$ cat config.mk
export PLATFORM = sky130hd
export DESIGN_NAME = msss_datapath
export DESIGN_NICKNAME = d
export VERILOG_FILES = /design/src/rtl/msss_pkg.sv /design/src/rtl/msss_datapath.sv
export SDC_FILE = /design/constraint.sdc
export NUM_CORES = 2
export LEC_CHECK = 0
export BUFFER_PORTS_ARGS = -buffer_cell sky130_fd_sc_hd__buf_2
export CORE_MARGIN = 3
export CORE_UTILIZATION = 40
export CTS_CLUSTER_DIAMETER = 60
export DETAILED_ROUTE_END_ITERATION = 12
export MAX_ROUTING_LAYER = met4
export PLACE_DENSITY = 0.64
export SKIP_CTS_REPAIR_TIMING = 1
export SYNTH_ARGS = -nofsm -noshare
export SYNTH_HDL_FRONTEND = slang
export SYNTH_SLANG_ARGS = --single-unit
export TNS_END_PERCENT = 100
$ cat constraint.sdc
create_clock -name clk -period 21 [get_ports clk]
set_clock_uncertainty 0.05 [all_clocks]
set_input_delay 3.15 -clock clk [delete_from_list [all_inputs] [get_ports clk]]
set_output_delay 3.15 -clock clk [all_outputs]
set_load 0.005 [all_outputs]
$ cat src/rtl/msss_pkg.sv
// Shared constants, codes and control bundles of the minimum variance shift search.
package msss_pkg;

  localparam int RECORD_DEPTH = 32768;
  localparam int MAX_SHIFTS   = 16384;

  localparam int SAMPLE_W = 16;
  localparam int BLEN_W   = 13;
  localparam int LEAD_W   = 16;
  localparam int SCNT_W   = 15;
  localparam int SHIFT_W  = 14;
  localparam int CFG_W    = 16;
  localparam int CIDX_W   = 2;

  localparam int DIFF_W   = SAMPLE_W + 1;
  localparam int SQ_W     = 2 * DIFF_W;
  localparam int SUMD_W   = 30;
  localparam int SUMSQ_W  = 46;
  localparam int SPREAD_W = 58;
  localparam int MUL_W    = 30;
  localparam int PROD_W   = 2 * MUL_W;
  localparam int SPLIT    = 23;

  localparam logic [BLEN_W-1:0] BLEN_RESET = BLEN_W'(3000);
  localparam logic [LEAD_W-1:0] LEAD_RESET = LEAD_W'(23000);
  localparam logic [SCNT_W-1:0] SCNT_RESET = SCNT_W'(5000);

  typedef enum logic [CIDX_W-1:0] {
    REG_BASELINE_LEN = 2'd0,
    REG_NOISE_LEAD   = 2'd1,
    REG_SHIFT_COUNT  = 2'd2
  } cfg_reg_t;

  typedef enum logic [2:0] {
    OP_NONE    = 3'd0,
    OP_SQ_SUM  = 3'd1,
    OP_SCALE_LO = 3'd2,
    OP_SCALE_HI = 3'd3,
    OP_ADD_HI  = 3'd4,
    OP_TAKE    = 3'd5,
    OP_COMPARE = 3'd6
  } dp_op_t;

  typedef struct packed {
    logic               issue;
    logic               clear;
    dp_op_t             op;
    logic [SHIFT_W-1:0] shift;
  } dp_ctrl_t;

  typedef struct packed {
    logic idle;
    logic report;
    logic bad;
  } seq_stat_t;

endpackage

$ cat src/rtl/msss_datapath.sv
// Difference pipeline, shared multiplier, accumulators and best-spread compare.
module msss_datapath (
  input  logic                                  clk,
  input  logic                                  rst,
  input  msss_pkg::dp_ctrl_t                    ctrl,
  input  logic signed [msss_pkg::SAMPLE_W-1:0]  b_data,
  input  logic signed [msss_pkg::SAMPLE_W-1:0]  n_data,
  input  logic [msss_pkg::BLEN_W-1:0]           baseline_len,
  output logic                                  busy,
  output logic [msss_pkg::SHIFT_W-1:0]          best_shift,
  output logic [msss_pkg::SPREAD_W-1:0]         best_spread
);

  logic                                 v_rd;
  logic                                 v_mul;
  logic signed [msss_pkg::DIFF_W-1:0]   diff;
  logic signed [msss_pkg::DIFF_W-1:0]   d_q;
  logic [msss_pkg::DIFF_W-1:0]          abs_d;
  logic [msss_pkg::SUMD_W-1:0]          abs_sum;
  logic [msss_pkg::MUL_W-1:0]           mul_a;
  logic [msss_pkg::MUL_W-1:0]           mul_b;
  logic [msss_pkg::PROD_W-1:0]          prod;
  logic signed [msss_pkg::SUMD_W-1:0]   sum_d;
  logic [msss_pkg::SUMSQ_W-1:0]         sum_sq;
  logic [msss_pkg::SPREAD_W-1:0]        spread;
  logic [msss_pkg::SPREAD_W-1:0]        least;
  logic [msss_pkg::SHIFT_W-1:0]         best;

  assign diff    = msss_pkg::DIFF_W'(b_data) - msss_pkg::DIFF_W'(n_data);
  assign abs_d   = diff[msss_pkg::DIFF_W-1] ? msss_pkg::DIFF_W'(-diff) : msss_pkg::DIFF_W'(diff);
  assign abs_sum = sum_d[msss_pkg::SUMD_W-1] ? msss_pkg::SUMD_W'(-sum_d)
                                             : msss_pkg::SUMD_W'(sum_d);

  always_comb begin
    unique case (ctrl.op)
      msss_pkg::OP_SQ_SUM: begin
        mul_a = msss_pkg::MUL_W'(abs_sum);
        mul_b = msss_pkg::MUL_W'(abs_sum);
      end
      msss_pkg::OP_SCALE_LO: begin
        mul_a = msss_pkg::MUL_W'(baseline_len);
        mul_b = msss_pkg::MUL_W'(sum_sq[msss_pkg::SPLIT-1:0]);
      end
      msss_pkg::OP_SCALE_HI: begin
        mul_a = msss_pkg::MUL_W'(baseline_len);
        mul_b = msss_pkg::MUL_W'(sum_sq[msss_pkg::SUMSQ_W-1:msss_pkg::SPLIT]);
      end
      default: begin
        mul_a = msss_pkg::MUL_W'(abs_d);
        mul_b = msss_pkg::MUL_W'(abs_d);
      end
    endcase
  end

  always_ff @(posedge clk) begin
    if (rst) begin
      v_rd  <= 1'b0;
      v_mul <= 1'b0;
    end else begin
      v_rd  <= ctrl.issue;
      v_mul <= v_rd;
    end
  end

  always_ff @(posedge clk) begin
    d_q  <= diff;
    prod <= mul_a * mul_b;
    if (ctrl.clear) begin
      sum_d  <= '0;
      sum_sq <= '0;
    end else if (v_mul) begin
      sum_d  <= sum_d + msss_pkg::SUMD_W'(d_q);
      sum_sq <= sum_sq + msss_pkg::SUMSQ_W'(prod[msss_pkg::SQ_W-1:0]);
    end
    unique case (ctrl.op)
      msss_pkg::OP_SCALE_LO: spread <= msss_pkg::SPREAD_W'(0) - prod[msss_pkg::SPREAD_W-1:0];
      msss_pkg::OP_SCALE_HI: spread <= spread + prod[msss_pkg::SPREAD_W-1:0];
      msss_pkg::OP_ADD_HI: begin
        spread <= spread + msss_pkg::SPREAD_W'({prod, {msss_pkg::SPLIT{1'b0}}});
      end
      msss_pkg::OP_TAKE: begin
        least <= spread;
        best  <= ctrl.shift;
      end
      msss_pkg::OP_COMPARE: begin
        if (spread < least) begin
          least <= spread;
          best  <= ctrl.shift;
        end
      end
      default: ;
    endcase
  end

  assign busy        = v_rd | v_mul;
  assign best_shift  = best;
  assign best_spread = least;

endmodule

Yosys cells after proc, flatten, opt, wreduce, memory -nomap -nowiden
Cells that the tools add are included.
W data, S select, Z words.
{"block": "word_totals", "reg_bits": 283, "inputBits": 66}
{"block": "classes", "eq_ne": 7, "magnitude_cmp": 1, "n_mul": 1, "mux": 9, "add_sub_neg": 8, "reduce_logical": 4, "bitwise": 1}
{"operator": "$pmux W58 S3", "n": 1}
{"operator": "$add A58 B58 Y58", "n": 2}
{"operator": "$pmux W58 S2", "n": 1}
{"operator": "$pmux W30 S3", "n": 1}
{"operator": "$pmux W30 S2", "n": 1}
{"operator": "$lt A58 B58 Y1", "n": 1}
{"operator": "$mul A30 B30 Y58", "n": 1}
{"operator": "$mux W58", "n": 1}
{"operator": "$sub A1 B58 Y58 const A", "n": 1}
{"operator": "$add A46 B34 Y46", "n": 1}
{"operator": "$add A30 B17 Y30", "n": 1}
{"operator": "$mux W30", "n": 1}
{"operator": "$neg A30 Y30", "n": 1}
{"operator": "$pmux W14 S2", "n": 1}
{"operator": "$mux W17", "n": 1}
{"operator": "$neg A17 Y17", "n": 1}
{"operator": "$sub A16 B16 Y17", "n": 1}
{"operator": "$mux W14", "n": 1}
{"operator": "$eq A3 B3 Y1 const B", "n": 3}
{"operator": "$eq A3 B2 Y1 const B", "n": 2}
{"operator": "$eq A3 B1 Y1 const B", "n": 1}
{"operator": "$reduce_bool A3 Y1", "n": 1}
{"operator": "$ne A2 B2 Y1 const B", "n": 1}
{"operator": "$reduce_and A2 Y1", "n": 1}
{"operator": "other kinds (3)", "n": 3}

Depth between registers and ports, before layout
{"block": "depth", "ltp_word": 5, "depth_mapped": 45, "depth_no_buf": 42}

Worst setup path after synthesis
No wires, ideal clock.
{"block": "synth_path", "kind": "input-to-reg", "from": "in b_data[0] in the netlist's numbering", "to": "reg prod[44] in the netlist's numbering", "t_arrival_ns": 12.901, "path_buffers": 3, "cell_stages": 43, "path_slack_ns": 7.924, "setup_ns": 0.125, "path_cell_list": "inv_1 ha_1 fa_1 nor2b_1 o21ai_1 a21boi_2 o211ai_1 and4_1 a2111oi_2 and4b_1 and2_1 a21oi_1 or3_1 buf_2 inv_2 buf_6 buf_6 nand2_1 [7 not listed] inv_1 fa_1 fa_1 inv_1 fa_1 inv_1 ha_1 a21o_1 a21o_1 a21oi_1 o31ai_1 nor2b_1 o22ai_1 a41oi_1 or4b_1 a31o_2 a21oi_1 xnor2_1"}
{"block": "synth_via", "elab_chain_cells": 5, "word_cells_on_any_way": 6, "classes_between": "2 x add/sub; 1 x mul; 3 x mux"}
{"item": "from (decl)", "line": "msss_datapath.sv:6", "text": "input logic signed [msss_pkg::SAMPLE_W-1:0] b_data,"}
{"item": "$sub A16 B16 Y17 *", "line": "msss_datapath.sv:29", "text": "assign diff = msss_pkg::DIFF_W'(b_data) - msss_pkg::DIFF_W'(n_data);"}
{"item": "$neg A17 Y17", "line": "msss_datapath.sv:30", "text": "assign abs_d = diff[msss_pkg::DIFF_W-1] ? msss_pkg::DIFF_W'(-diff) : msss_pkg::DIFF_W'(diff);"}
{"item": "$mux W17 *", "line": "msss_datapath.sv:30"}
{"item": "$pmux W30 S3 or $pmux W30 S2 (tied branches)", "line": "msss_datapath.sv:35", "text": "unique case (ctrl.op)"}
{"item": "$mul A30 B30 Y58 *", "line": "msss_datapath.sv:67", "text": "prod <= mul_a * mul_b;"}
{"item": "to (signal assigned)", "line": "msss_datapath.sv:67"}
{"item": "to (decl)", "line": "msss_datapath.sv:22", "text": "logic [msss_pkg::PROD_W-1:0] prod;"}
Every way passes the cells marked *; elsewhere a longest branch is shown, timed or not.
A chain may end at the register's enable or synchronous reset.

Final worst setup path
{"block": "layout_path", "from": "in b_data[0] in the netlist's numbering", "to": "reg prod[53] in the netlist's numbering"}
Same word-level chain as after synthesis.

==> qor.yml <==
status: "complete, no violations"
setup_viol: 0
die-height_um: 360
r2r-end: "prod[53]"
worstPathBufferInverterCount: 8
ios: 139
num-fill-cells: 12300
nNetsFinal: 7173
num_vias: 41700
wl_um: 168000
synth_edf_count: 130
met2_length_um: 76100
std_cell_rows: 129
final_layout_size_suffix_gt1_frac: 0.0587
die_w_um: 360
synthXorXnorAreaFrac: 0.0490
hold-path-cell-count: 1
timing.fmax_mhz: 68.8
hp-start: "v_rd"
clock_latency_ps: 570
initial_core_util: 0.404
synthMuxAreaShare: 0.0133
postRouteAntennaNets: 0
start_kind: "primary input"
grt_pass1_wl_um: 256000
cpMaxStageDelayCell: "inv_2"
antenna_found_initial: 4
htree_levels: 2
synthesis.area_um2: 50100
die_area_um2: 129000
synthArstFlopShare: 0
whs_ps: 401
tightest_slew_ps: 1360
endpoint_kind: "flop"
postSynthAreaPerCell_um2: 8.60
wl_met1_um: 68700
drtPass1Iterations: 6
rr_startpoint: "sum_d[5]"
synthCells: 5825
synth_warnings: 0
coreArea_um2: 124000
synthFlopType: "dfxtp_1"
place_area_um2: 52700
cts_max_path_buffers: 3
wl_met3_um: 15700
period_share: 0.693
hpwl_um: 133000
cts_tree: "yes"
synth_compound_area_frac: 0.123
critical_path_peak_fanout: 38
grt_use_total: 0.265
slew_headroom: 0.0964
final.setup.tns_ps: 0
portBuffers: 138
cts_buffers: 36
gp_congestion: 1.02
synth_top_family_by_area: "adder cells"
area_delta_synth_final_pct: 7.69
ff2ff_path_depth: 35
place_inst: 7468
crit_top_cell: "fa_1"
path_depth: 41
routedWlPerCell_um: 22.3
crit_family: "adder cells"
grt_max_degree: 73
rsz0062_at_grt: "false"
r2r_slack_ps: 9320
drtIter0Drc: 3729
worst_ep_required_time_ps: 21400
drc_errors: 0
highest_layer: "met4"
synth-seq-area-share: 0.139
postLayoutCellArea_um2: 53900
vias_per_cell: 5.54
synth-simple-area-share: 0.149
multi_input_area_um2: 38300
cp_slowest_stage_delay_ps: 860
clock-sinks: 283
clk_pin_slew_worst_paths_ps: 60
max-cap-violations: 0
seq_area_um2: 6970
synth-seq-cells: 283
drv_slew: 0
synthDistinctLibCells: 93
hold_class: "flop to flop"
cts_root_buffer: "clkbuf_16"
hold_viol: 0
cp.arrival_ps: 14940
final_cells: 7537
grt_pass1_vias: 42200
min_to: "v_mul"
criticalPathCategory: "primary input to flop"
overflow: 0
synthAdderAreaFrac: 0.425
period_needed_ps: 14540
## flip-flops by register name, summed over array words and instances (netlist names)
name,cells
sum_sq,46
spread,58
best_spread,58
d_q,17
sum_d,30
v_rd,1
best_shift,14
prod,58
v_mul,1
## cell type report
class,count,share of cell area
Clock buffer,42,0.0181
Sequential cell,283,0.129
Clock inverter,23,0.00550
Tap cell,1637,0.0380
Timing Repair Buffer,211,0.0230
Antenna cell,4,0.000186
Inverter,1098,0.0764
Multi-Input combinational cell,4239,0.710
## synthesized netlist by cell type, drive strengths merged (8+ instances only)
| library cell | number | share of area |
|---|---|---|
| a21boi | 9 | 0.0014 |
| nor2 | 527 | 0.040 |
| xnor2 | 143 | 0.025 |
| fa | 775 | 0.31 |
| nand2b | 46 | 0.0057 |
| o21a | 51 | 0.0076 |
| mux2i | 60 | 0.012 |
| a211oi | 21 | 0.0032 |
| and2 | 53 | 0.0066 |
| o31ai | 27 | 0.0040 |
| buf | 42 | 0.0043 |
| edfxtp | 130 | 0.078 |
| a31oi | 27 | 0.0034 |
| a41oi | 8 | 0.0014 |
| clkbuf | 187 | 0.014 |
| ha | 463 | 0.12 |
| o22ai | 39 | 0.0049 |
| nand3 | 72 | 0.0072 |
| nand4 | 53 | 0.0066 |
| o221ai | 14 | 0.0024 |
| nor2b | 39 | 0.0049 |
| a21o | 160 | 0.024 |
| a22oi | 19 | 0.0028 |
| nor4 | 25 | 0.0040 |
| dfxtp | 153 | 0.061 |
| or2 | 14 | 0.0017 |
| a211o | 8 | 0.0014 |
| inv | 1096 | 0.082 |
| o21ai | 184 | 0.018 |
| a21oi | 239 | 0.024 |
| o21bai | 26 | 0.0039 |
| and3 | 34 | 0.0042 |
| nand2 | 696 | 0.052 |
| or4 | 12 | 0.0019 |
| a221oi | 11 | 0.0019 |
| o211ai | 16 | 0.0024 |
| nor3 | 64 | 0.0068 |
| xor2 | 137 | 0.024 |
| o311ai | 9 | 0.0019 |
| or3 | 19 | 0.0024 |
## worst max-delay path by stage
stage	startpoint	end	slack, ps
2_1_floorplan	b_data[0]	prod[44]	7920
4_1_cts	b_data[0]	prod[53]	6550
5_1_grt	b_data[0]	prod[53]	5920
3_5_place_dp	b_data[0]	prod[53]	5970
3_3_place_gp	b_data[0]	prod[44]	6230
6_report	b_data[0]	prod[53]	6460
## cells by family after synthesis
family | Yosys count
mux | 66
buf+inv | 1327
fa+ha+maj | 1238
compound gates | 942
xor+xnor | 280
flops | 283
simple gates | 1687
other cells | 2
## metal layers
| metal | global-route usage | vias to the layer above |
|---|---|---|
| met5 | - | - |
| met2 | 0.417 | 1921 |
| li1 | - | 18800 |
| met4 | 0.0968 | 0 |
| met3 | 0.0530 | 383 |
| met1 | 0.339 | 20600 |
## cells in the final DEF, fill, tap and decap left out, types with 45 or more instances in the layout
master    instances
nand3_1          72
nand4_1          53
fa_1            775
nand2_1         696
a21o_1          160
nor3_1           60
xor2_1          137
nor2_1          514
dfxtp_1         152
o21a_1           51
mux2i_1          60
inv_1          1082
and2_1           50
a21oi_1         237
buf_4            73
nand2b_1         45
edfxtp_1        130
xnor2_1         143
buf_2           138
o21ai_0         155
ha_1            463
## worst reg2reg max path: cells and delay by family, from the launching register on
kind / cells / cell delay, ps
AO/OA/AOI/OAI: 10 / 2430
XOR/XNOR: 2 / 370
adder cells (fa/ha/maj): 9 / 4490
buffers and inverters: 6 / 1140
flip-flops: 1 / 400
AND/OR/NAND/NOR: 8 / 2710
## through the flow
stage	util	worst slack, ps
detailed placement	0.425	5970
floorplan	-	7920
CTS	0.435	6550
finish	0.435	6460
global placement	0.425	6230
global route	0.435	5920
Power is left out: the tool's default activity adds up to more than one toggle a clock period on the data nets, which glitch-free logic cannot reach.
