## config.mk

```make
export PLATFORM = sky130hd
export DESIGN_NAME = msss_ctrl
export DESIGN_NICKNAME = d
export VERILOG_FILES = /design/src/rtl/msss_pkg.sv /design/src/rtl/msss_ctrl.sv
export SDC_FILE = /design/constraint.sdc
export NUM_CORES = 1
export LEC_CHECK = 0
export BUFFER_PORTS_ARGS = -buffer_cell sky130_fd_sc_hd__buf_2
export CORE_AREA = 2 2 234 167
export DETAILED_ROUTE_END_ITERATION = 7
export DIE_AREA = 0 0 236 169
export PLACE_DENSITY = 0.41
export SETUP_SLACK_MARGIN = 0.1
export SYNTH_ARGS = -nofsm -noshare
export SYNTH_HDL_FRONTEND = slang
export SYNTH_SLANG_ARGS = --single-unit
```

## constraint.sdc

```tcl
create_clock -name clk -period 11.45 [get_ports clk]
set_input_delay 0.5725 -clock clk [delete_from_list [all_inputs] [get_ports clk]]
set_output_delay 0.5725 -clock clk [all_outputs]
set_load 0.005 [all_outputs]
```

## src/rtl/msss_pkg.sv

```systemverilog
// Shared constants, codes and control bundles of the minimum variance shift search.
package msss_pkg;

  localparam int RECORD_DEPTH = 32768;
  localparam int MAX_SHIFTS   = 16384;

  localparam int SAMPLE_W = 16;
  localparam int BLEN_W   = 13;
  localparam int LEAD_W   = 16;
  localparam int SCNT_W   = 15;
  localparam int SHIFT_W  = 14;
  localparam int CFG_W    = 16;
  localparam int CIDX_W   = 2;

  localparam int DIFF_W   = SAMPLE_W + 1;
  localparam int SQ_W     = 2 * DIFF_W;
  localparam int SUMD_W   = 30;
  localparam int SUMSQ_W  = 46;
  localparam int SPREAD_W = 58;
  localparam int MUL_W    = 30;
  localparam int PROD_W   = 2 * MUL_W;
  localparam int SPLIT    = 23;

  localparam logic [BLEN_W-1:0] BLEN_RESET = BLEN_W'(3000);
  localparam logic [LEAD_W-1:0] LEAD_RESET = LEAD_W'(23000);
  localparam logic [SCNT_W-1:0] SCNT_RESET = SCNT_W'(5000);

  typedef enum logic [CIDX_W-1:0] {
    REG_BASELINE_LEN = 2'd0,
    REG_NOISE_LEAD   = 2'd1,
    REG_SHIFT_COUNT  = 2'd2
  } cfg_reg_t;

  typedef enum logic [2:0] {
    OP_NONE    = 3'd0,
    OP_SQ_SUM  = 3'd1,
    OP_SCALE_LO = 3'd2,
    OP_SCALE_HI = 3'd3,
    OP_ADD_HI  = 3'd4,
    OP_TAKE    = 3'd5,
    OP_COMPARE = 3'd6
  } dp_op_t;

  typedef struct packed {
    logic               issue;
    logic               clear;
    dp_op_t             op;
    logic [SHIFT_W-1:0] shift;
  } dp_ctrl_t;

  typedef struct packed {
    logic idle;
    logic report;
    logic bad;
  } seq_stat_t;

endpackage

```

## src/rtl/msss_ctrl.sv

```systemverilog
// Search sequencer: window guard, read address walk, shift loop and result handoff.
module msss_ctrl #(
  parameter int RECORD_DEPTH = msss_pkg::RECORD_DEPTH
) (
  input  logic                                  clk,
  input  logic                                  rst,
  input  logic                                  start,
  input  logic                                  out_free,
  input  logic                                  dp_busy,
  input  logic [msss_pkg::BLEN_W-1:0]           baseline_len,
  input  logic [msss_pkg::LEAD_W-1:0]           noise_lead,
  input  logic [msss_pkg::SCNT_W-1:0]           shift_count,
  input  logic [$clog2(RECORD_DEPTH)-1:0]       wp,
  input  logic [$clog2(RECORD_DEPTH+1)-1:0]     fill,
  output logic [$clog2(RECORD_DEPTH)-1:0]       rd_addr_b,
  output logic [$clog2(RECORD_DEPTH)-1:0]       rd_addr_n,
  output msss_pkg::dp_ctrl_t                    dp_ctrl,
  output msss_pkg::seq_stat_t                   stat
);

  localparam int AW     = $clog2(RECORD_DEPTH);
  localparam int FILL_W = $clog2(RECORD_DEPTH + 1);
  localparam int CMP_W  = (FILL_W > msss_pkg::LEAD_W + 1) ? FILL_W : msss_pkg::LEAD_W + 1;

  typedef enum logic [9:0] {
    S_IDLE    = 10'b0000000001,
    S_CHECK   = 10'b0000000010,
    S_RUN     = 10'b0000000100,
    S_DRAIN   = 10'b0000001000,
    S_FIN_SQ  = 10'b0000010000,
    S_FIN_LO  = 10'b0000100000,
    S_FIN_HI  = 10'b0001000000,
    S_FIN_ADD = 10'b0010000000,
    S_CMP     = 10'b0100000000,
    S_REPORT  = 10'b1000000000
  } state_t;

  state_t                         state;
  state_t                         state_next;
  logic                           bad;
  logic [AW-1:0]                  ra;
  logic [AW-1:0]                  rn;
  logic [AW-1:0]                  base_addr;
  logic [AW-1:0]                  noise_base;
  logic [msss_pkg::BLEN_W-1:0]    i_cnt;
  logic [msss_pkg::SHIFT_W-1:0]   s_cnt;
  logic [msss_pkg::SCNT_W-1:0]    shifts;
  logic [CMP_W-1:0]               fill_c;
  logic [CMP_W-1:0]               lead_c;
  logic [CMP_W-1:0]               len_c;
  logic [CMP_W-1:0]               shifts_c;
  logic                           guard_bad;
  logic                           last_i;
  logic                           last_s;

  function automatic logic [AW-1:0] back_addr(input logic [AW-1:0] ptr,
                                               input logic [CMP_W-1:0] back);
    logic [CMP_W:0] delta;
    delta = (CMP_W+1)'(ptr) - (CMP_W+1)'(back);
    if (delta[CMP_W]) begin
      delta = delta + (CMP_W+1)'(RECORD_DEPTH);
    end
    return delta[AW-1:0];
  endfunction

  function automatic logic [AW-1:0] next_addr(input logic [AW-1:0] a);
    return (a == AW'(RECORD_DEPTH - 1)) ? '0 : a + 1'b1;
  endfunction

  assign shifts = (shift_count > msss_pkg::SCNT_W'(msss_pkg::MAX_SHIFTS))
                  ? msss_pkg::SCNT_W'(msss_pkg::MAX_SHIFTS) : shift_count;
  assign fill_c   = CMP_W'(fill);
  assign lead_c   = CMP_W'(noise_lead);
  assign len_c    = CMP_W'(baseline_len);
  assign shifts_c = CMP_W'(shifts);

  assign guard_bad = (baseline_len == '0) || (noise_lead == '0) || (shifts == '0) ||
                     (fill_c < lead_c) || (fill_c < len_c) ||
                     (lead_c + CMP_W'(1) < shifts_c + len_c);

  assign last_i = (i_cnt + msss_pkg::BLEN_W'(1)) == baseline_len;
  assign last_s = (msss_pkg::SCNT_W'(s_cnt) + msss_pkg::SCNT_W'(1)) == shifts;

  always_comb begin
    state_next = state;
    unique case (state)
      S_IDLE:    if (start) state_next = S_CHECK;
      S_CHECK:   state_next = guard_bad ? S_REPORT : S_RUN;
      S_RUN:     if (last_i) state_next = S_DRAIN;
      S_DRAIN:   if (!dp_busy) state_next = S_FIN_SQ;
      S_FIN_SQ:  state_next = S_FIN_LO;
      S_FIN_LO:  state_next = S_FIN_HI;
      S_FIN_HI:  state_next = S_FIN_ADD;
      S_FIN_ADD: state_next = S_CMP;
      S_CMP:     state_next = last_s ? S_REPORT : S_RUN;
      S_REPORT:  if (out_free) state_next = S_IDLE;
      default:   state_next = S_IDLE;
    endcase
  end

  always_ff @(posedge clk) begin
    if (rst) begin
      state <= S_IDLE;
      bad   <= 1'b0;
    end else begin
      state <= state_next;
      if (state == S_CHECK) begin
        bad <= guard_bad;
      end
    end
  end

  always_ff @(posedge clk) begin
    unique case (state)
      S_CHECK: begin
        ra         <= back_addr(wp, len_c);
        base_addr  <= back_addr(wp, len_c);
        rn         <= back_addr(wp, lead_c);
        noise_base <= back_addr(wp, lead_c);
        i_cnt      <= '0;
        s_cnt      <= '0;
      end
      S_RUN: begin
        ra    <= next_addr(ra);
        rn    <= next_addr(rn);
        i_cnt <= i_cnt + 1'b1;
      end
      S_CMP: begin
        if (!last_s) begin
          s_cnt      <= s_cnt + 1'b1;
          noise_base <= next_addr(noise_base);
          rn         <= next_addr(noise_base);
          ra         <= base_addr;
          i_cnt      <= '0;
        end
      end
      default: ;
    endcase
  end

  always_comb begin
    dp_ctrl.issue = (state == S_RUN);
    dp_ctrl.clear = (state == S_CHECK) || ((state == S_CMP) && !last_s);
    dp_ctrl.shift = s_cnt;
    unique case (state)
      S_FIN_SQ:  dp_ctrl.op = msss_pkg::OP_SQ_SUM;
      S_FIN_LO:  dp_ctrl.op = msss_pkg::OP_SCALE_LO;
      S_FIN_HI:  dp_ctrl.op = msss_pkg::OP_SCALE_HI;
      S_FIN_ADD: dp_ctrl.op = msss_pkg::OP_ADD_HI;
      S_CMP:     dp_ctrl.op = (s_cnt == '0) ? msss_pkg::OP_TAKE : msss_pkg::OP_COMPARE;
      default:   dp_ctrl.op = msss_pkg::OP_NONE;
    endcase
  end

  assign rd_addr_b   = ra;
  assign rd_addr_n   = rn;
  assign stat.idle   = (state == S_IDLE);
  assign stat.report = (state == S_REPORT) && out_free;
  assign stat.bad    = bad;

  a_start_when_idle: assert property (@(posedge clk) disable iff (rst)
    start |-> state == S_IDLE)
    else $error("search started while a search was running");

  a_drained_before_finish: assert property (@(posedge clk) disable iff (rst)
    state == S_FIN_SQ |-> !dp_busy)
    else $error("finish step began with samples still in the pipeline");

  a_sample_index_in_window: assert property (@(posedge clk) disable iff (rst)
    state == S_RUN |-> i_cnt < baseline_len)
    else $error("sample index ran past the baseline window");

  a_shift_in_range: assert property (@(posedge clk) disable iff (rst)
    state == S_CMP |-> msss_pkg::SCNT_W'(s_cnt) < shifts)
    else $error("shift counter ran past the shift count");

endmodule

```

Word level (Yosys, flattened, before mapping)

Cells that the tools add are included.

Flip-flop bits (word level): 98
Latch bits: 0
Word-level logic and storage cells: 86
Output and inout bits: 52
Memory bits (writable): 0
Memories kept: 0
Input port bits: 80
ROM bits: 0

Multipliers: 0
Shift-type cells: 0
Bitwise logic cells: 0
Equal/unequal tests: 20
Divide/modulo/power cells: 0
Reduce and logical (&&, ||, !) cells: 18
Magnitude comparators: 4
Add/sub/neg operators: 12
Muxes and demuxes: 24

Operator list:

| operator              | count |
|---|---|
| $mux 15               | 8 |
| $pmux 10 s10          | 1 |
| $pmux 15 s3           | 2 |
| $add 15x1->15 const B | 5 |
| $mux 10               | 6 |
| $eq 15x15->1 const B  | 3 |
| $pmux 13 s3           | 1 |
| $pmux 15 s2           | 1 |
| $pmux 14 s2           | 1 |
| $add 16x1->17 const B | 1 |
| $lt 17x16->1          | 1 |
| $sub 15x16->17        | 1 |
| $add 15x13->16        | 1 |
| $logic_not 16->1      | 1 |
| $lt 16x13->1          | 1 |
| $lt 16x16->1          | 1 |
| $sub 15x13->16        | 1 |
| $add 14x1->15 const B | 1 |
| $eq 15x15->1          | 1 |
| $gt 15x15->1 const B  | 1 |
| $logic_not 15->1      | 1 |
| $pmux 3 s5            | 1 |
| $add 14x1->14 const B | 1 |
| $logic_not 14->1      | 1 |
| other kinds (25)      | 35 |

Depth between registers and ports, before layout

Gate-level depths: netlist of the first run.

Depth after elaboration: 9
Gate-level depth with buffers: 19
Depth with buffers taken out: 17

Worst setup path before layout of the first run

Ideal clock, no wire load.

Kind: flip-flop to flip-flop
Start: register s_cnt[0] in the netlist's numbering
End: register i_cnt[0] in the netlist's numbering, enable pin
Data required time: 10.947 ns
Clock period less this slack: 5.297 ns
Setup slack: 6.153 ns
Buffers on the path: 0
Cell stages (with the launch flop): 9
Data arrival time: 4.794 ns
Setup time: 0.503 ns
Cell sequence: edfxtp_1 -> ha_1 -> nand3_2 -> or3_1 -> a21o_2 -> o311a_1 -> nand4_2 -> nor4_2 -> o21ai_0

Longest elaborated chain between the ends: 4

RTL lines:

| what                              | line             | RTL |
|---|---|---|
| start, declared                   | msss_ctrl.sv:46  | `logic [msss_pkg::SHIFT_W-1:0] s_cnt;` |
| start signal, assigned            | msss_ctrl.sv:130 | `s_cnt <= s_cnt + 1'b1;` |
| $add 14x1->15                     | msss_ctrl.sv:82  | `assign last_s = (msss_pkg::SCNT_W'(s_cnt) + msss_pkg::SCNT_W'(1)) == shifts;` |
| $eq 15x15->1                      | msss_ctrl.sv:82  |  |
| $ne 2x2->1 (no source line)       | n/a              |  |
| $reduce_and 2->1 (no source line) | n/a              |  |
| end signal, assigned              | msss_ctrl.sv:126 | `i_cnt <= i_cnt + 1'b1;` |
| end, declared                     | msss_ctrl.sv:45  | `logic [msss_pkg::BLEN_W-1:0] i_cnt;` |

Every way passes these cells.
A chain may end at the register's enable or synchronous reset.

Worst setup path after layout of the first run

Start: input shift_count[14] in the netlist's numbering
End: register state[9]

Longest elaborated chain between the ends: 9
Elaborated cells between the ends (all ways): 13
Classes of those cells: add/sub (1); order compare (2); eq/ne (1); mux (4); reduce/logical (5)

RTL lines:

| what                                                                 | line             | RTL |
|---|---|---|
| start, declared                                                      | msss_ctrl.sv:12  | `input logic [msss_pkg::SCNT_W-1:0] shift_count,` |
| $gt 15x15->1                                                         | msss_ctrl.sv:70  | `assign shifts = (shift_count > msss_pkg::SCNT_W'(msss_pkg::MAX_SHIFTS))` |
| $mux 15 (*)                                                          | msss_ctrl.sv:71  | `? msss_pkg::SCNT_W'(msss_pkg::MAX_SHIFTS) : shift_count;` |
| parallel branches: the longest is 6 deep, another holds $lt 17x16->1 | n/a              |  |
| $pmux 10 s10 (*)                                                     | msss_ctrl.sv:86  | `unique case (state)` |
| end signal, assigned                                                 | msss_ctrl.sv:106 | `state <= state_next;` |
| end, declared                                                        | msss_ctrl.sv:38  | `state_t state;` |

Mark *: on every way between the ends.

==> summary.md, run 1 <==
| Metric | Value |
|---|---|
| DRC Markers | `0` |
| Clock root buffer master | `clkbuf_16` |
| Cts repair resizes | `0` |
| PortBufs | `131` |
| Reg2reg end | `noise_base[11]$_DFFE_PP_` |
| Setup TNS | `0 ns` |
| Final std cells w/o fill | `1669` |
| Synth top area share | `28.1%` |
| Core Area | `37800 um2` |
| Startpoint types | `input pin` |
| Required @ worst endpoint | `11.72 ns` |
| Initial Util | `24.7%` |
| CP most frequent cell | `a21oi_1` |
| Crit-path leading delay family | `compound AO/OA/AOI/OAI gates` |
| Fin crit share | `36.1%` |
| Die footprint | `39900 um2` |
| Die Height | `169 um` |
| Sink Count | `98` |
| Mapped Area | `9310 um2` |
| Crit end category | `flop` |
| Synth Net Count | `1219` |
| Gate Count Post-Synth | `1046` |
| Die W | `236 um` |
| HP Class | `in -> reg` |
| Crit-path slowest cell | `a211oi_1` |
| Leak | `4.29 nW` |
| Global Route Usage Sum | `16.4%` |
| Hold Crit Start | `start` |
| Vias in the first global route | `7931` |
| Post-synth top area cell | `edfxtp_1` |
| Initial antenna violation count | `5` |
| Clk_lat worst skew | `0.38 ns` |
| MaxCap Viol Count | `0` |
| Overall power | `1.11 mW` |
| FF-to-FF Start | `s_cnt[0]$_SDFFCE_PP0P_` |
| Synth Register Bits | `98` |
| Post-synth cell types | `94` |
| Sequential area share after synthesis | `30.4%` |
| Peak supply drop | `0.0665 mV` |
| Final wirelength | `32600 um` |
| Top cells by area, synth | `edfxtp_1, ha_1, xnor2_1` |
| Final Setup Violations | `0` |
| Drt via density | `4.99` |
| Main flop type after synthesis | `edfxtp_1` |
| TritonRoute pass-1 iters | `5` |
| Pins Over Slew Limit | `0` |
| CTS tree | `done` |
| Hold depth | `2` |
| Starting DRT DRC Count | `558` |
| Reg2reg setup slack | `7.84 ns` |
| Crit Path Class | `in -> reg` |
| Pre-CTS setup slack | `6.98 ns` |
| CP bufs+invs | `1` |
| Largest net degree at the start of global routing | `44` |
| Worst Hold Path EP | `state[0]$_SDFFE_PP1P_` |
| CTS clk-pin slew, worst paths | `0.08 ns` |
| Status | `finished clean` |
| IO Pins | `132` |
| Maximum root-to-sink buffer count | `2` |
| CP max FO | `24` |
| Drt wl/cell | `19.5 um` |
| Final Skew | `0.0124 ns` |
| Routed Antenna Nets | `0` |
| Post-DP HPWL | `26500 um` |
| Post-layout min period | `4.13 ns` |
| Number of synthesized flops with an enable pin | `87` |
| RSZ-0062 raised after global routing | `false` |
| Via count | `8325` |
| GP Congestion | `0.845` |
| Asr flop ratio synth | `0%` |
| Syn Area/Cell | `8.90 um2` |
| Worst EP arrival | `4.40 ns` |
| Nets@finish | `1339` |
| Post-CTS Setup Bufs | `0` |
| Num rows | `60` |
| Worst slew pin tran | `0.830 ns` |
| Slew headroom | `44.5%` |
| Area Growth Syn to Fin | `15.9%` |
| Post-Place Cells | `1651` |
| Crit-path cells | `buf_2 > nor2b_1 > ha_1 > fa_1 > a21o_1 > a21oi_1 > o21a_1 > o31ai_1 > o21ba_2 > a21o_1 > a21oi_1 > ha_1 > nand4_1 > a21oi_1 > o21ai_0 > a211oi_1 > a21oi_1 > o31a_1` |
| Yosys warns | `0` |
| Reg2reg path depth | `8` |
| Max stage delay on crit path | `0.42 ns` |
| Ratio of cells with drive above 1 in the final layout | `16.1%` |
| First-pass GRT wire length | `49500 um` |
| PwrDens | `103 nW/um2` |
| Fmax | `242 MHz` |
| Total of fill cells in the finished design | `4109` |
| GRT Residual Overflow | `0` |
| Final WS setup | `7.32 ns` |
| TritonCTS Buffers | `9` |
| # hold bufs at CTS | `0` |
| WHS | `0.476 ns` |
| H-tree Lvls | `3` |
| Final Hold Vio Count | `0` |
==> sequential cells by signal, summed over array words and instances (netlist names) <==
signal and count:
s_cnt 14, state 10, rd_addr_b 15, base_addr 15, bad 1, noise_base 15
rd_addr_n 15, i_cnt 13
==> Yosys cell counts, types with 4 or more instances <==
master	count
nor2_1	92
ha_1	90
edfxtp_1	87
nand2_1	83
xnor2_1	73
inv_1	59
xor2_1	51
nand3_1	50
o21ai_0	50
a21oi_1	41
nor3_1	31
nand4_1	19
nor4_1	16
a21o_1	15
nor2b_1	15
o211ai_1	14
and2_1	13
a22oi_1	12
o21a_1	12
and3_1	11
dfxtp_1	11
clkbuf_1	10
or3_1	10
and4_1	9
a211oi_1	8
buf_2	8
nand2b_1	8
or2_2	7
a211o_1	6
nand4b_1	6
nor3b_1	6
o221ai_1	6
or4_1	6
nand3b_1	5
o31ai_1	5
a31oi_1	4
a41oi_1	4
buf_4	4
o2111ai_1	4
o22ai_1	4
o311ai_0	4
==> logic make-up (layout without fill, tap and decap cells) <==
family	after synthesis	count (layout)	synth area share [%]
flip-flops	98	98	30.4
multiplexers	3	3	0.323
AO/OA/AOI/OAI	229	229	17.0
other	1	3	0.0403
adder cells (fa/ha/maj)	93	93	12.7
XOR/XNOR	125	125	11.9
buffers and inverters	87	212	4.02
AND/OR/NAND/NOR	410	410	23.6
==> metal layers <==
| metal | global-route usage, % | share of wire, % |
|---|---|---|
| met3 | 3.10 | 4.1 |
| met2 | 24.7 | 42 |
| met1 | 24.2 | 52 |
| met5 | 0 | 0.064 |
| met4 | 3.32 | 1.2 |
==> worst max path at each step <==
stage,from,end,cells past startpoint
after global routing,shift_count[14],state[9]$_SDFFE_PP0P_,18
after global placement,shift_count[14],state[9]$_SDFFE_PP0P_,18
after floorplan,s_cnt[0]$_SDFFCE_PP0P_,i_cnt[0]$_SDFFCE_PN0P_,8
after CTS,shift_count[14],state[9]$_SDFFE_PP0P_,18
final,shift_count[14],state[9]$_SDFFE_PP0P_,18
after detailed placement,shift_count[14],state[9]$_SDFFE_PP0P_,18
==> report_power, final <==
group | internal, mW | switching, mW
clock | 0.154 | 0.161
sequential | 0.429 | 0.0294
combinational | 0.138 | 0.200
total | 0.721 | 0.391
==> worst register-to-register path: stages (launching register included) <==
cell	delay, ns
edfxtp_1	0.56
ha_1	0.28
nand3_2	0.20
nor4_1	0.59
nor2_1	0.11
a221oi_1	0.32
nand4_2	0.19
o31ai_2	0.35
nand2_2	0.55
==> cells in the final DEF, fill, tap and decap left out, drive strengths merged, types with 7 or more instances in the layout <==
master  synthesis  final
xnor2          73     73
inv            60     64
o21a           12     12
clkbuf         11      9
and2           14     14
o21ai          51     51
and4           10     10
dfxtp          11     11
or2             7      7
nor2b          15     15
xor2           51     51
a21o           17     17
nor3b           7      7
nand2b          8      8
o211ai         14     14
edfxtp         87     87
a22oi          12     12
nand3          52     52
or3            10     10
nand4          22     22
nor3           32     32
a211oi          9      9
and3           14     14
nor4           19     19
a21oi          42     42
buf            15    136
nor2           92     92
ha             90     90
nand2          83     83
==> through the flow <==
step / utilization (%) / area [um2]
CTS: 28.6 / 10800
detailed placement: 27.8 / 10500
floorplan: - / 9310
global placement: 27.8 / 10500
global route: 28.6 / 10800
finish: 28.6 / 10800
==> final cells by class <==
cell class,instances,area [um2],share of cell area [%]
multi-input combinational,861,6120,56.7
sequential,98,2830,26.2
timing repair buffer,136,693,6.42
tap,496,621,5.75
clock buffer,9,225,2.09
inverter,60,225,2.09
clock inverter,7,70.1,0.649
antenna,2,5.00,0.0464
Note: power is estimated with default switching activity, not from simulation.
==> inputs of run 2 (changes only) <==
- PLACE_DENSITY: 0.41 -> 0.42
- clock period: 11.45 -> 3.65 ns (I/O delays scaled with it)
==> summary.md, run 2 (synthesized netlist as in run 1, its figures left out) <==
| Metric | Value |
|---|---|
| Pins Over Slew Limit | `0` |
| Final Skew | `0.0204 ns` |
| Starting DRT DRC Count | `571` |
| Crit-path cells | `buf_2 > buf_4 > nor2b_2 > ha_1 > o21ai_0 > o21bai_1 > a21o_1 > a21oi_1 > buf_4 > o211a_1 > nor2_1 > a211oi_1 > ha_1 > a21o_1 > a21o_1 > a211oi_1 > a211oi_2 > buf_4 > a21oi_1 > o31a_1` |
| Largest net degree at the start of global routing | `44` |
| Hold depth | `2` |
| Required @ worst endpoint | `3.98 ns` |
| Most frequent cells in the layout | `buf_2, nor2_1, ha_1` |
| FF-to-FF Start | `s_cnt[0]$_SDFFCE_PP0P_` |
| CP max FO | `11` |
| Status | `finished clean` |
| Crit Path Class | `in -> reg` |
| Final wirelength | `33400 um` |
| Fmax | `300 MHz` |
| CP startpoint | `shift_count[14]` |
| RSZ-0062 raised after global routing | `false` |
| TritonCTS Buffers | `9` |
| Reg2reg path depth | `9` |
| Worst EP arrival | `3.67 ns` |
| Worst slew pin tran | `1.19 ns` |
| Reg2reg end | `i_cnt[3]$_SDFFCE_PN0P_` |
| # hold bufs at CTS | `0` |
| Maximum root-to-sink buffer count | `2` |
| PortBufs | `131` |
| Final Hold Vio Count | `0` |
| Post-DP HPWL | `27300 um` |
| Die W | `236 um` |
| Vias in the first global route | `8132` |
| Initial antenna violation count | `4` |
| Ratio of cells with drive above 1 in the final layout | `18.1%` |
| Hold Crit Start | `start` |
| CTS clk-pin slew, worst paths | `0.08 ns` |
| Clock root buffer master | `clkbuf_16` |
| Leak | `4.44 nW` |
| Setup TNS | `0 ns` |
| Peak supply drop | `0.200 mV` |
| GRT Residual Overflow | `0` |
| Startpoint types | `input pin` |
| First-pass GRT wire length | `50200 um` |
| Die footprint | `39900 um2` |
| GP Congestion | `0.861` |
| Sink Count | `98` |
| Crit-path slowest cell | `ha_1` |
| Max stage delay on crit path | `0.28 ns` |
| Clk_lat worst skew | `0.39 ns` |
| Initial Util | `24.7%` |
| Global Route Usage Sum | `16.7%` |
| Slew headroom | `20.1%` |
| Drt wl/cell | `19.7 um` |
| Routed Antenna Nets | `0` |
| IO Pins | `132` |
| Num rows | `60` |
| CTS tree | `done` |
| HP Class | `in -> reg` |
| Total of fill cells in the finished design | `4065` |
| Via count | `8514` |
| Nets@finish | `1367` |
| Area Growth Syn to Fin | `18.6%` |
| Crit end category | `flop` |
| Final Setup Violations | `0` |
| Post-Place Cells | `1679` |
| Post-layout min period | `3.34 ns` |
| PwrDens | `325 nW/um2` |
| MaxCap Viol Count | `0` |
| TritonRoute pass-1 iters | `5` |
| Reg2reg setup slack | `0.49 ns` |
| Core Area | `37800 um2` |
| Most common cell after layout, fill and taps aside | `buf_2` |
| DRC Markers | `0` |
| Drt via density | `5.02` |
| H-tree Lvls | `3` |
| Final std cells w/o fill | `1696` |
| Fin crit share | `91.4%` |
| Die Height | `169 um` |
| Worst Hold Path EP | `state[0]$_SDFFE_PP1P_` |
==> run 2: layout make-up <==
cell class	count	area [um2]	area share [%]
Antenna cell	1	2.50	0.0227
Clock buffer	10	229	2.07
Clock inverter	6	71.3	0.646
Inverter	60	225	2.04
Multi-Input combinational cell	861	6130	55.5
Sequential cell	98	2830	25.7
Tap cell	496	621	5.62
Timing Repair Buffer	164	928	8.41
==> run 2: per-stage QoR <==
step	util [%]	power (mW)	hold WS [ns]	worst slack [ns]	instance area (um2)
4_1_cts	29.2	3.63	0.0517	0.285	11000
6_report	29.2	3.59	0.0645	0.315	11000
5_1_grt	29.2	3.81	0.0679	0.117	11000
2_1_floorplan	-	2.15	0.344	0.196	9320
3_3_place_gp	28.4	2.55	0.467	-0.0878	10700
3_5_place_dp	28.4	2.56	0.467	-0.0821	10700
==> run 2: worst max path at each step <==
| stage | to | slack, ns |
|---|---|---|
| after floorplan | state[9]$_SDFFE_PP0P_ | 0.20 |
| after global placement | state[9]$_SDFFE_PP0P_ | -0.09 |
| after detailed placement | state[9]$_SDFFE_PP0P_ | -0.08 |
| after CTS | state[9]$_SDFFE_PP0P_ | 0.28 |
| after global routing | state[9]$_SDFFE_PP0P_ | 0.12 |
| final | state[9]$_SDFFE_PP0P_ | 0.31 |
==> run 2: critical path, delay by kind of cell <==
family          cells  cell delay [ns]
compound gates     12             2.13
buf+inv             4             0.59
fa+ha+maj           2             0.55
simple gates        2             0.21
==> run 2: where the power goes <==
group,switching [mW],internal [mW],total [mW]
registers,0.0926,1.35,1.44
clock network,0.510,0.542,1.05
logic,0.638,0.461,1.10
==> run 2: routing by layer <==
metal | global-route usage [%] | part of all wire, % | vias to the layer above
met4 | 4.51 | 1.7 | 4
met3 | 2.97 | 4.2 | 34
li1 | - | - | 4190
met5 | 0 | 0.075 | -
met2 | 24.2 | 41 | 205
met1 | 25.2 | 53 | 4081
==> run 2: timing repair <==
item / CTS / global route
gates resized for setup: 0 / 3
hold endpoints to repair: 0 / 0
setup endpoints to repair: 0 / 3
setup buffers: 0 / 0
==> inputs of run 3 (changes only) <==
- CORE_AREA: 2 2 234 167 -> 2 2 198 142
- DIE_AREA: 0 0 236 169 -> 0 0 200 144
- PLACE_DENSITY: 0.42 -> 0.55
==> summary.md, run 3 (synthesized netlist as in run 1, its figures left out) <==
| Metric | Value |
|---|---|
| Status | `finished clean` |
| Die W | `200 um` |
| Final std cells w/o fill | `1562` |
| Final Setup Violations | `0` |
| Final Hold Vio Count | `0` |
| CP max FO | `3` |
| IO Pins | `132` |
| Ratio of cells with drive above 1 in the final layout | `17.5%` |
| PortBufs | `131` |
| Reg2reg end | `noise_base[12]$_DFFE_PP_` |
| TritonRoute pass-1 iters | `5` |
| Slew headroom | `23.8%` |
| # hold bufs at CTS | `0` |
| Startpoint types | `input pin` |
| DRC Markers | `0` |
| TritonCTS Buffers | `9` |
| Total of fill cells in the finished design | `2808` |
| Overall power | `3.58 mW` |
| Final WS setup | `0.241 ns` |
| Post-layout min period | `3.41 ns` |
| Leak | `4.41 nW` |
| Via count | `8473` |
| Pre-CTS setup slack | `-0.148 ns` |
| Crit Path Class | `in -> reg` |
| Nets@finish | `1358` |
| Post-Place Cells | `1545` |
| Starting DRT DRC Count | `689` |
| Sink Count | `98` |
| Post-DP HPWL | `23700 um` |
| CTS clk-pin slew, worst paths | `0.07 ns` |
| RSZ-0062 raised after global routing | `false` |
| Fin crit share | `93.4%` |
| Die Height | `144 um` |
| Most common cell after layout, fill and taps aside | `buf_2` |
| GRT Residual Overflow | `0` |
| Fmax | `293 MHz` |
| Maximum root-to-sink buffer count | `2` |
| CTS tree | `done` |
| WHS | `0.0920 ns` |
| Initial antenna violation count | `3` |
| Worst slew pin tran | `1.14 ns` |
| Clk_lat worst skew | `0.37 ns` |
| Largest net degree at the start of global routing | `44` |
| H-tree Lvls | `3` |
| Die footprint | `28800 um2` |
| Worst Hold Path EP | `state[0]$_SDFFE_PP1P_` |
| Hold Crit Start | `start` |
| Clock root buffer master | `clkbuf_16` |
| Initial Util | `34.3%` |
| Vias in the first global route | `7676` |
| Routed Antenna Nets | `0` |
| Hold depth | `2` |
| FF-to-FF Start | `s_cnt[0]$_SDFFCE_PP0P_` |
| HP Class | `in -> reg` |
| Final wirelength | `29600 um` |
| Most frequent cells in the layout | `buf_2, nor2_1, ha_1` |
| Final Skew | `0.0110 ns` |
| Drt wl/cell | `18.9 um` |
| GP Congestion | `0.883` |
| First-pass GRT wire length | `44400 um` |
| Area Growth Syn to Fin | `16.4%` |
| Reg2reg path depth | `11` |
| Crit end category | `flop` |
| Post-CTS Setup Bufs | `0` |
| Pins Over Slew Limit | `0` |
| Num rows | `51` |
| PwrDens | `330 nW/um2` |
| Drt via density | `5.42` |
| Worst EP arrival | `3.66 ns` |
| Peak supply drop | `0.236 mV` |
| Global Route Usage Sum | `20.6%` |
| Reg2reg setup slack | `0.51 ns` |
| Core Area | `27100 um2` |
| Required @ worst endpoint | `3.91 ns` |
| MaxCap Viol Count | `0` |
==> run 3: cell count changes in the layout (fill, tap and decap cells not counted) <==
cell and change:
clkinvlp_4 -1, nor2b_1 +1, clkbuf_1 -1, a211oi_1 -1
buf_4 -9, a211oi_2 +1, bufinv_16 +1, nor2b_2 -1
clkinv_2 +1, diode_2 +1, inv_6 -1
==> run 3: how the worst max path moves through the flow <==
stage	start	slack, ns	cells past startpoint	to
2_1_floorplan	shift_count[14]	0.20	19	state[9]$_SDFFE_PP0P_
3_3_place_gp	shift_count[0]	-0.03	19	state[9]$_SDFFE_PP0P_
3_5_place_dp	shift_count[0]	-0.15	19	state[9]$_SDFFE_PP0P_
4_1_cts	shift_count[0]	0.21	19	state[9]$_SDFFE_PP0P_
5_1_grt	shift_count[0]	0.12	19	state[9]$_SDFFE_PP0P_
6_report	shift_count[0]	0.24	19	state[9]$_SDFFE_PP0P_
==> run 3: final cells by class <==
class                   instances  area, um2  area share (%)
diodes                          2       5.00          0.0462
flip-flops and latches         98       2830            26.1
clock buffers                   9        225            2.08
multi-input cells             861       6130            56.6
clock inverters                 6       90.1           0.831
repair buffers                155        861            7.94
well taps                     371        464            4.28
inverters                      60        225            2.08
==> run 3: repair_timing <==
item	4_1_cts	5_1_grt
gates resized for setup	0	3
endpoints found under the hold margin	0	0
setup endpoints to repair	0	3
==> run 3: routing by layer <==
layer  part of all wire [%]  routed length [um]  global-route usage (%)  up-vias
li1                       -                   -                       -     4170
met1                     50               14800                    30.7     3989
met2                     41               12200                    29.6      277
met3                    6.8                2020                    4.38       35
met4                    1.8                 534                    5.61        2
met5                  0.024                   7                       0        -
==> run 3: where the power goes <==
| group | switching [mW] | internal (mW) | total (mW) | leakage, nW |
|---|---|---|---|---|
| logic | 0.620 | 0.453 | 1.07 | 3.37 |
| registers | 0.0892 | 1.35 | 1.44 | 0.880 |
| clock network | 0.465 | 0.603 | 1.07 | 0.158 |
| total | 1.17 | 2.40 | 3.58 | 4.41 |
==> run 3: through the flow <==
| step | util, % | TNS, ns | instance area (um2) |
|---|---|---|---|
| after CTS | 39.9 | 0 | 10800 |
| after floorplan | - | 0 | 9320 |
| after global routing | 39.9 | 0 | 10800 |
| final | 40.0 | 0 | 10800 |
| after detailed placement | 38.7 | -0.285 | 10500 |
| after global placement | 38.7 | -0.0311 | 10500 |
==> run 3: worst max-delay path: stages <==
cell	delay [ns]
buf_2	0.10
nor2b_1	0.14
ha_1	0.23
fa_1	0.41
a21o_1	0.18
a21oi_1	0.21
o21a_1	0.16
nor2_1	0.05
a21oi_1	0.19
xor2_1	0.11
ha_1	0.32
and4_1	0.22
nand3_1	0.08
a21oi_1	0.14
o21ai_0	0.18
a211oi_2	0.26
buf_4	0.15
a21oi_1	0.06
o31a_1	0.28
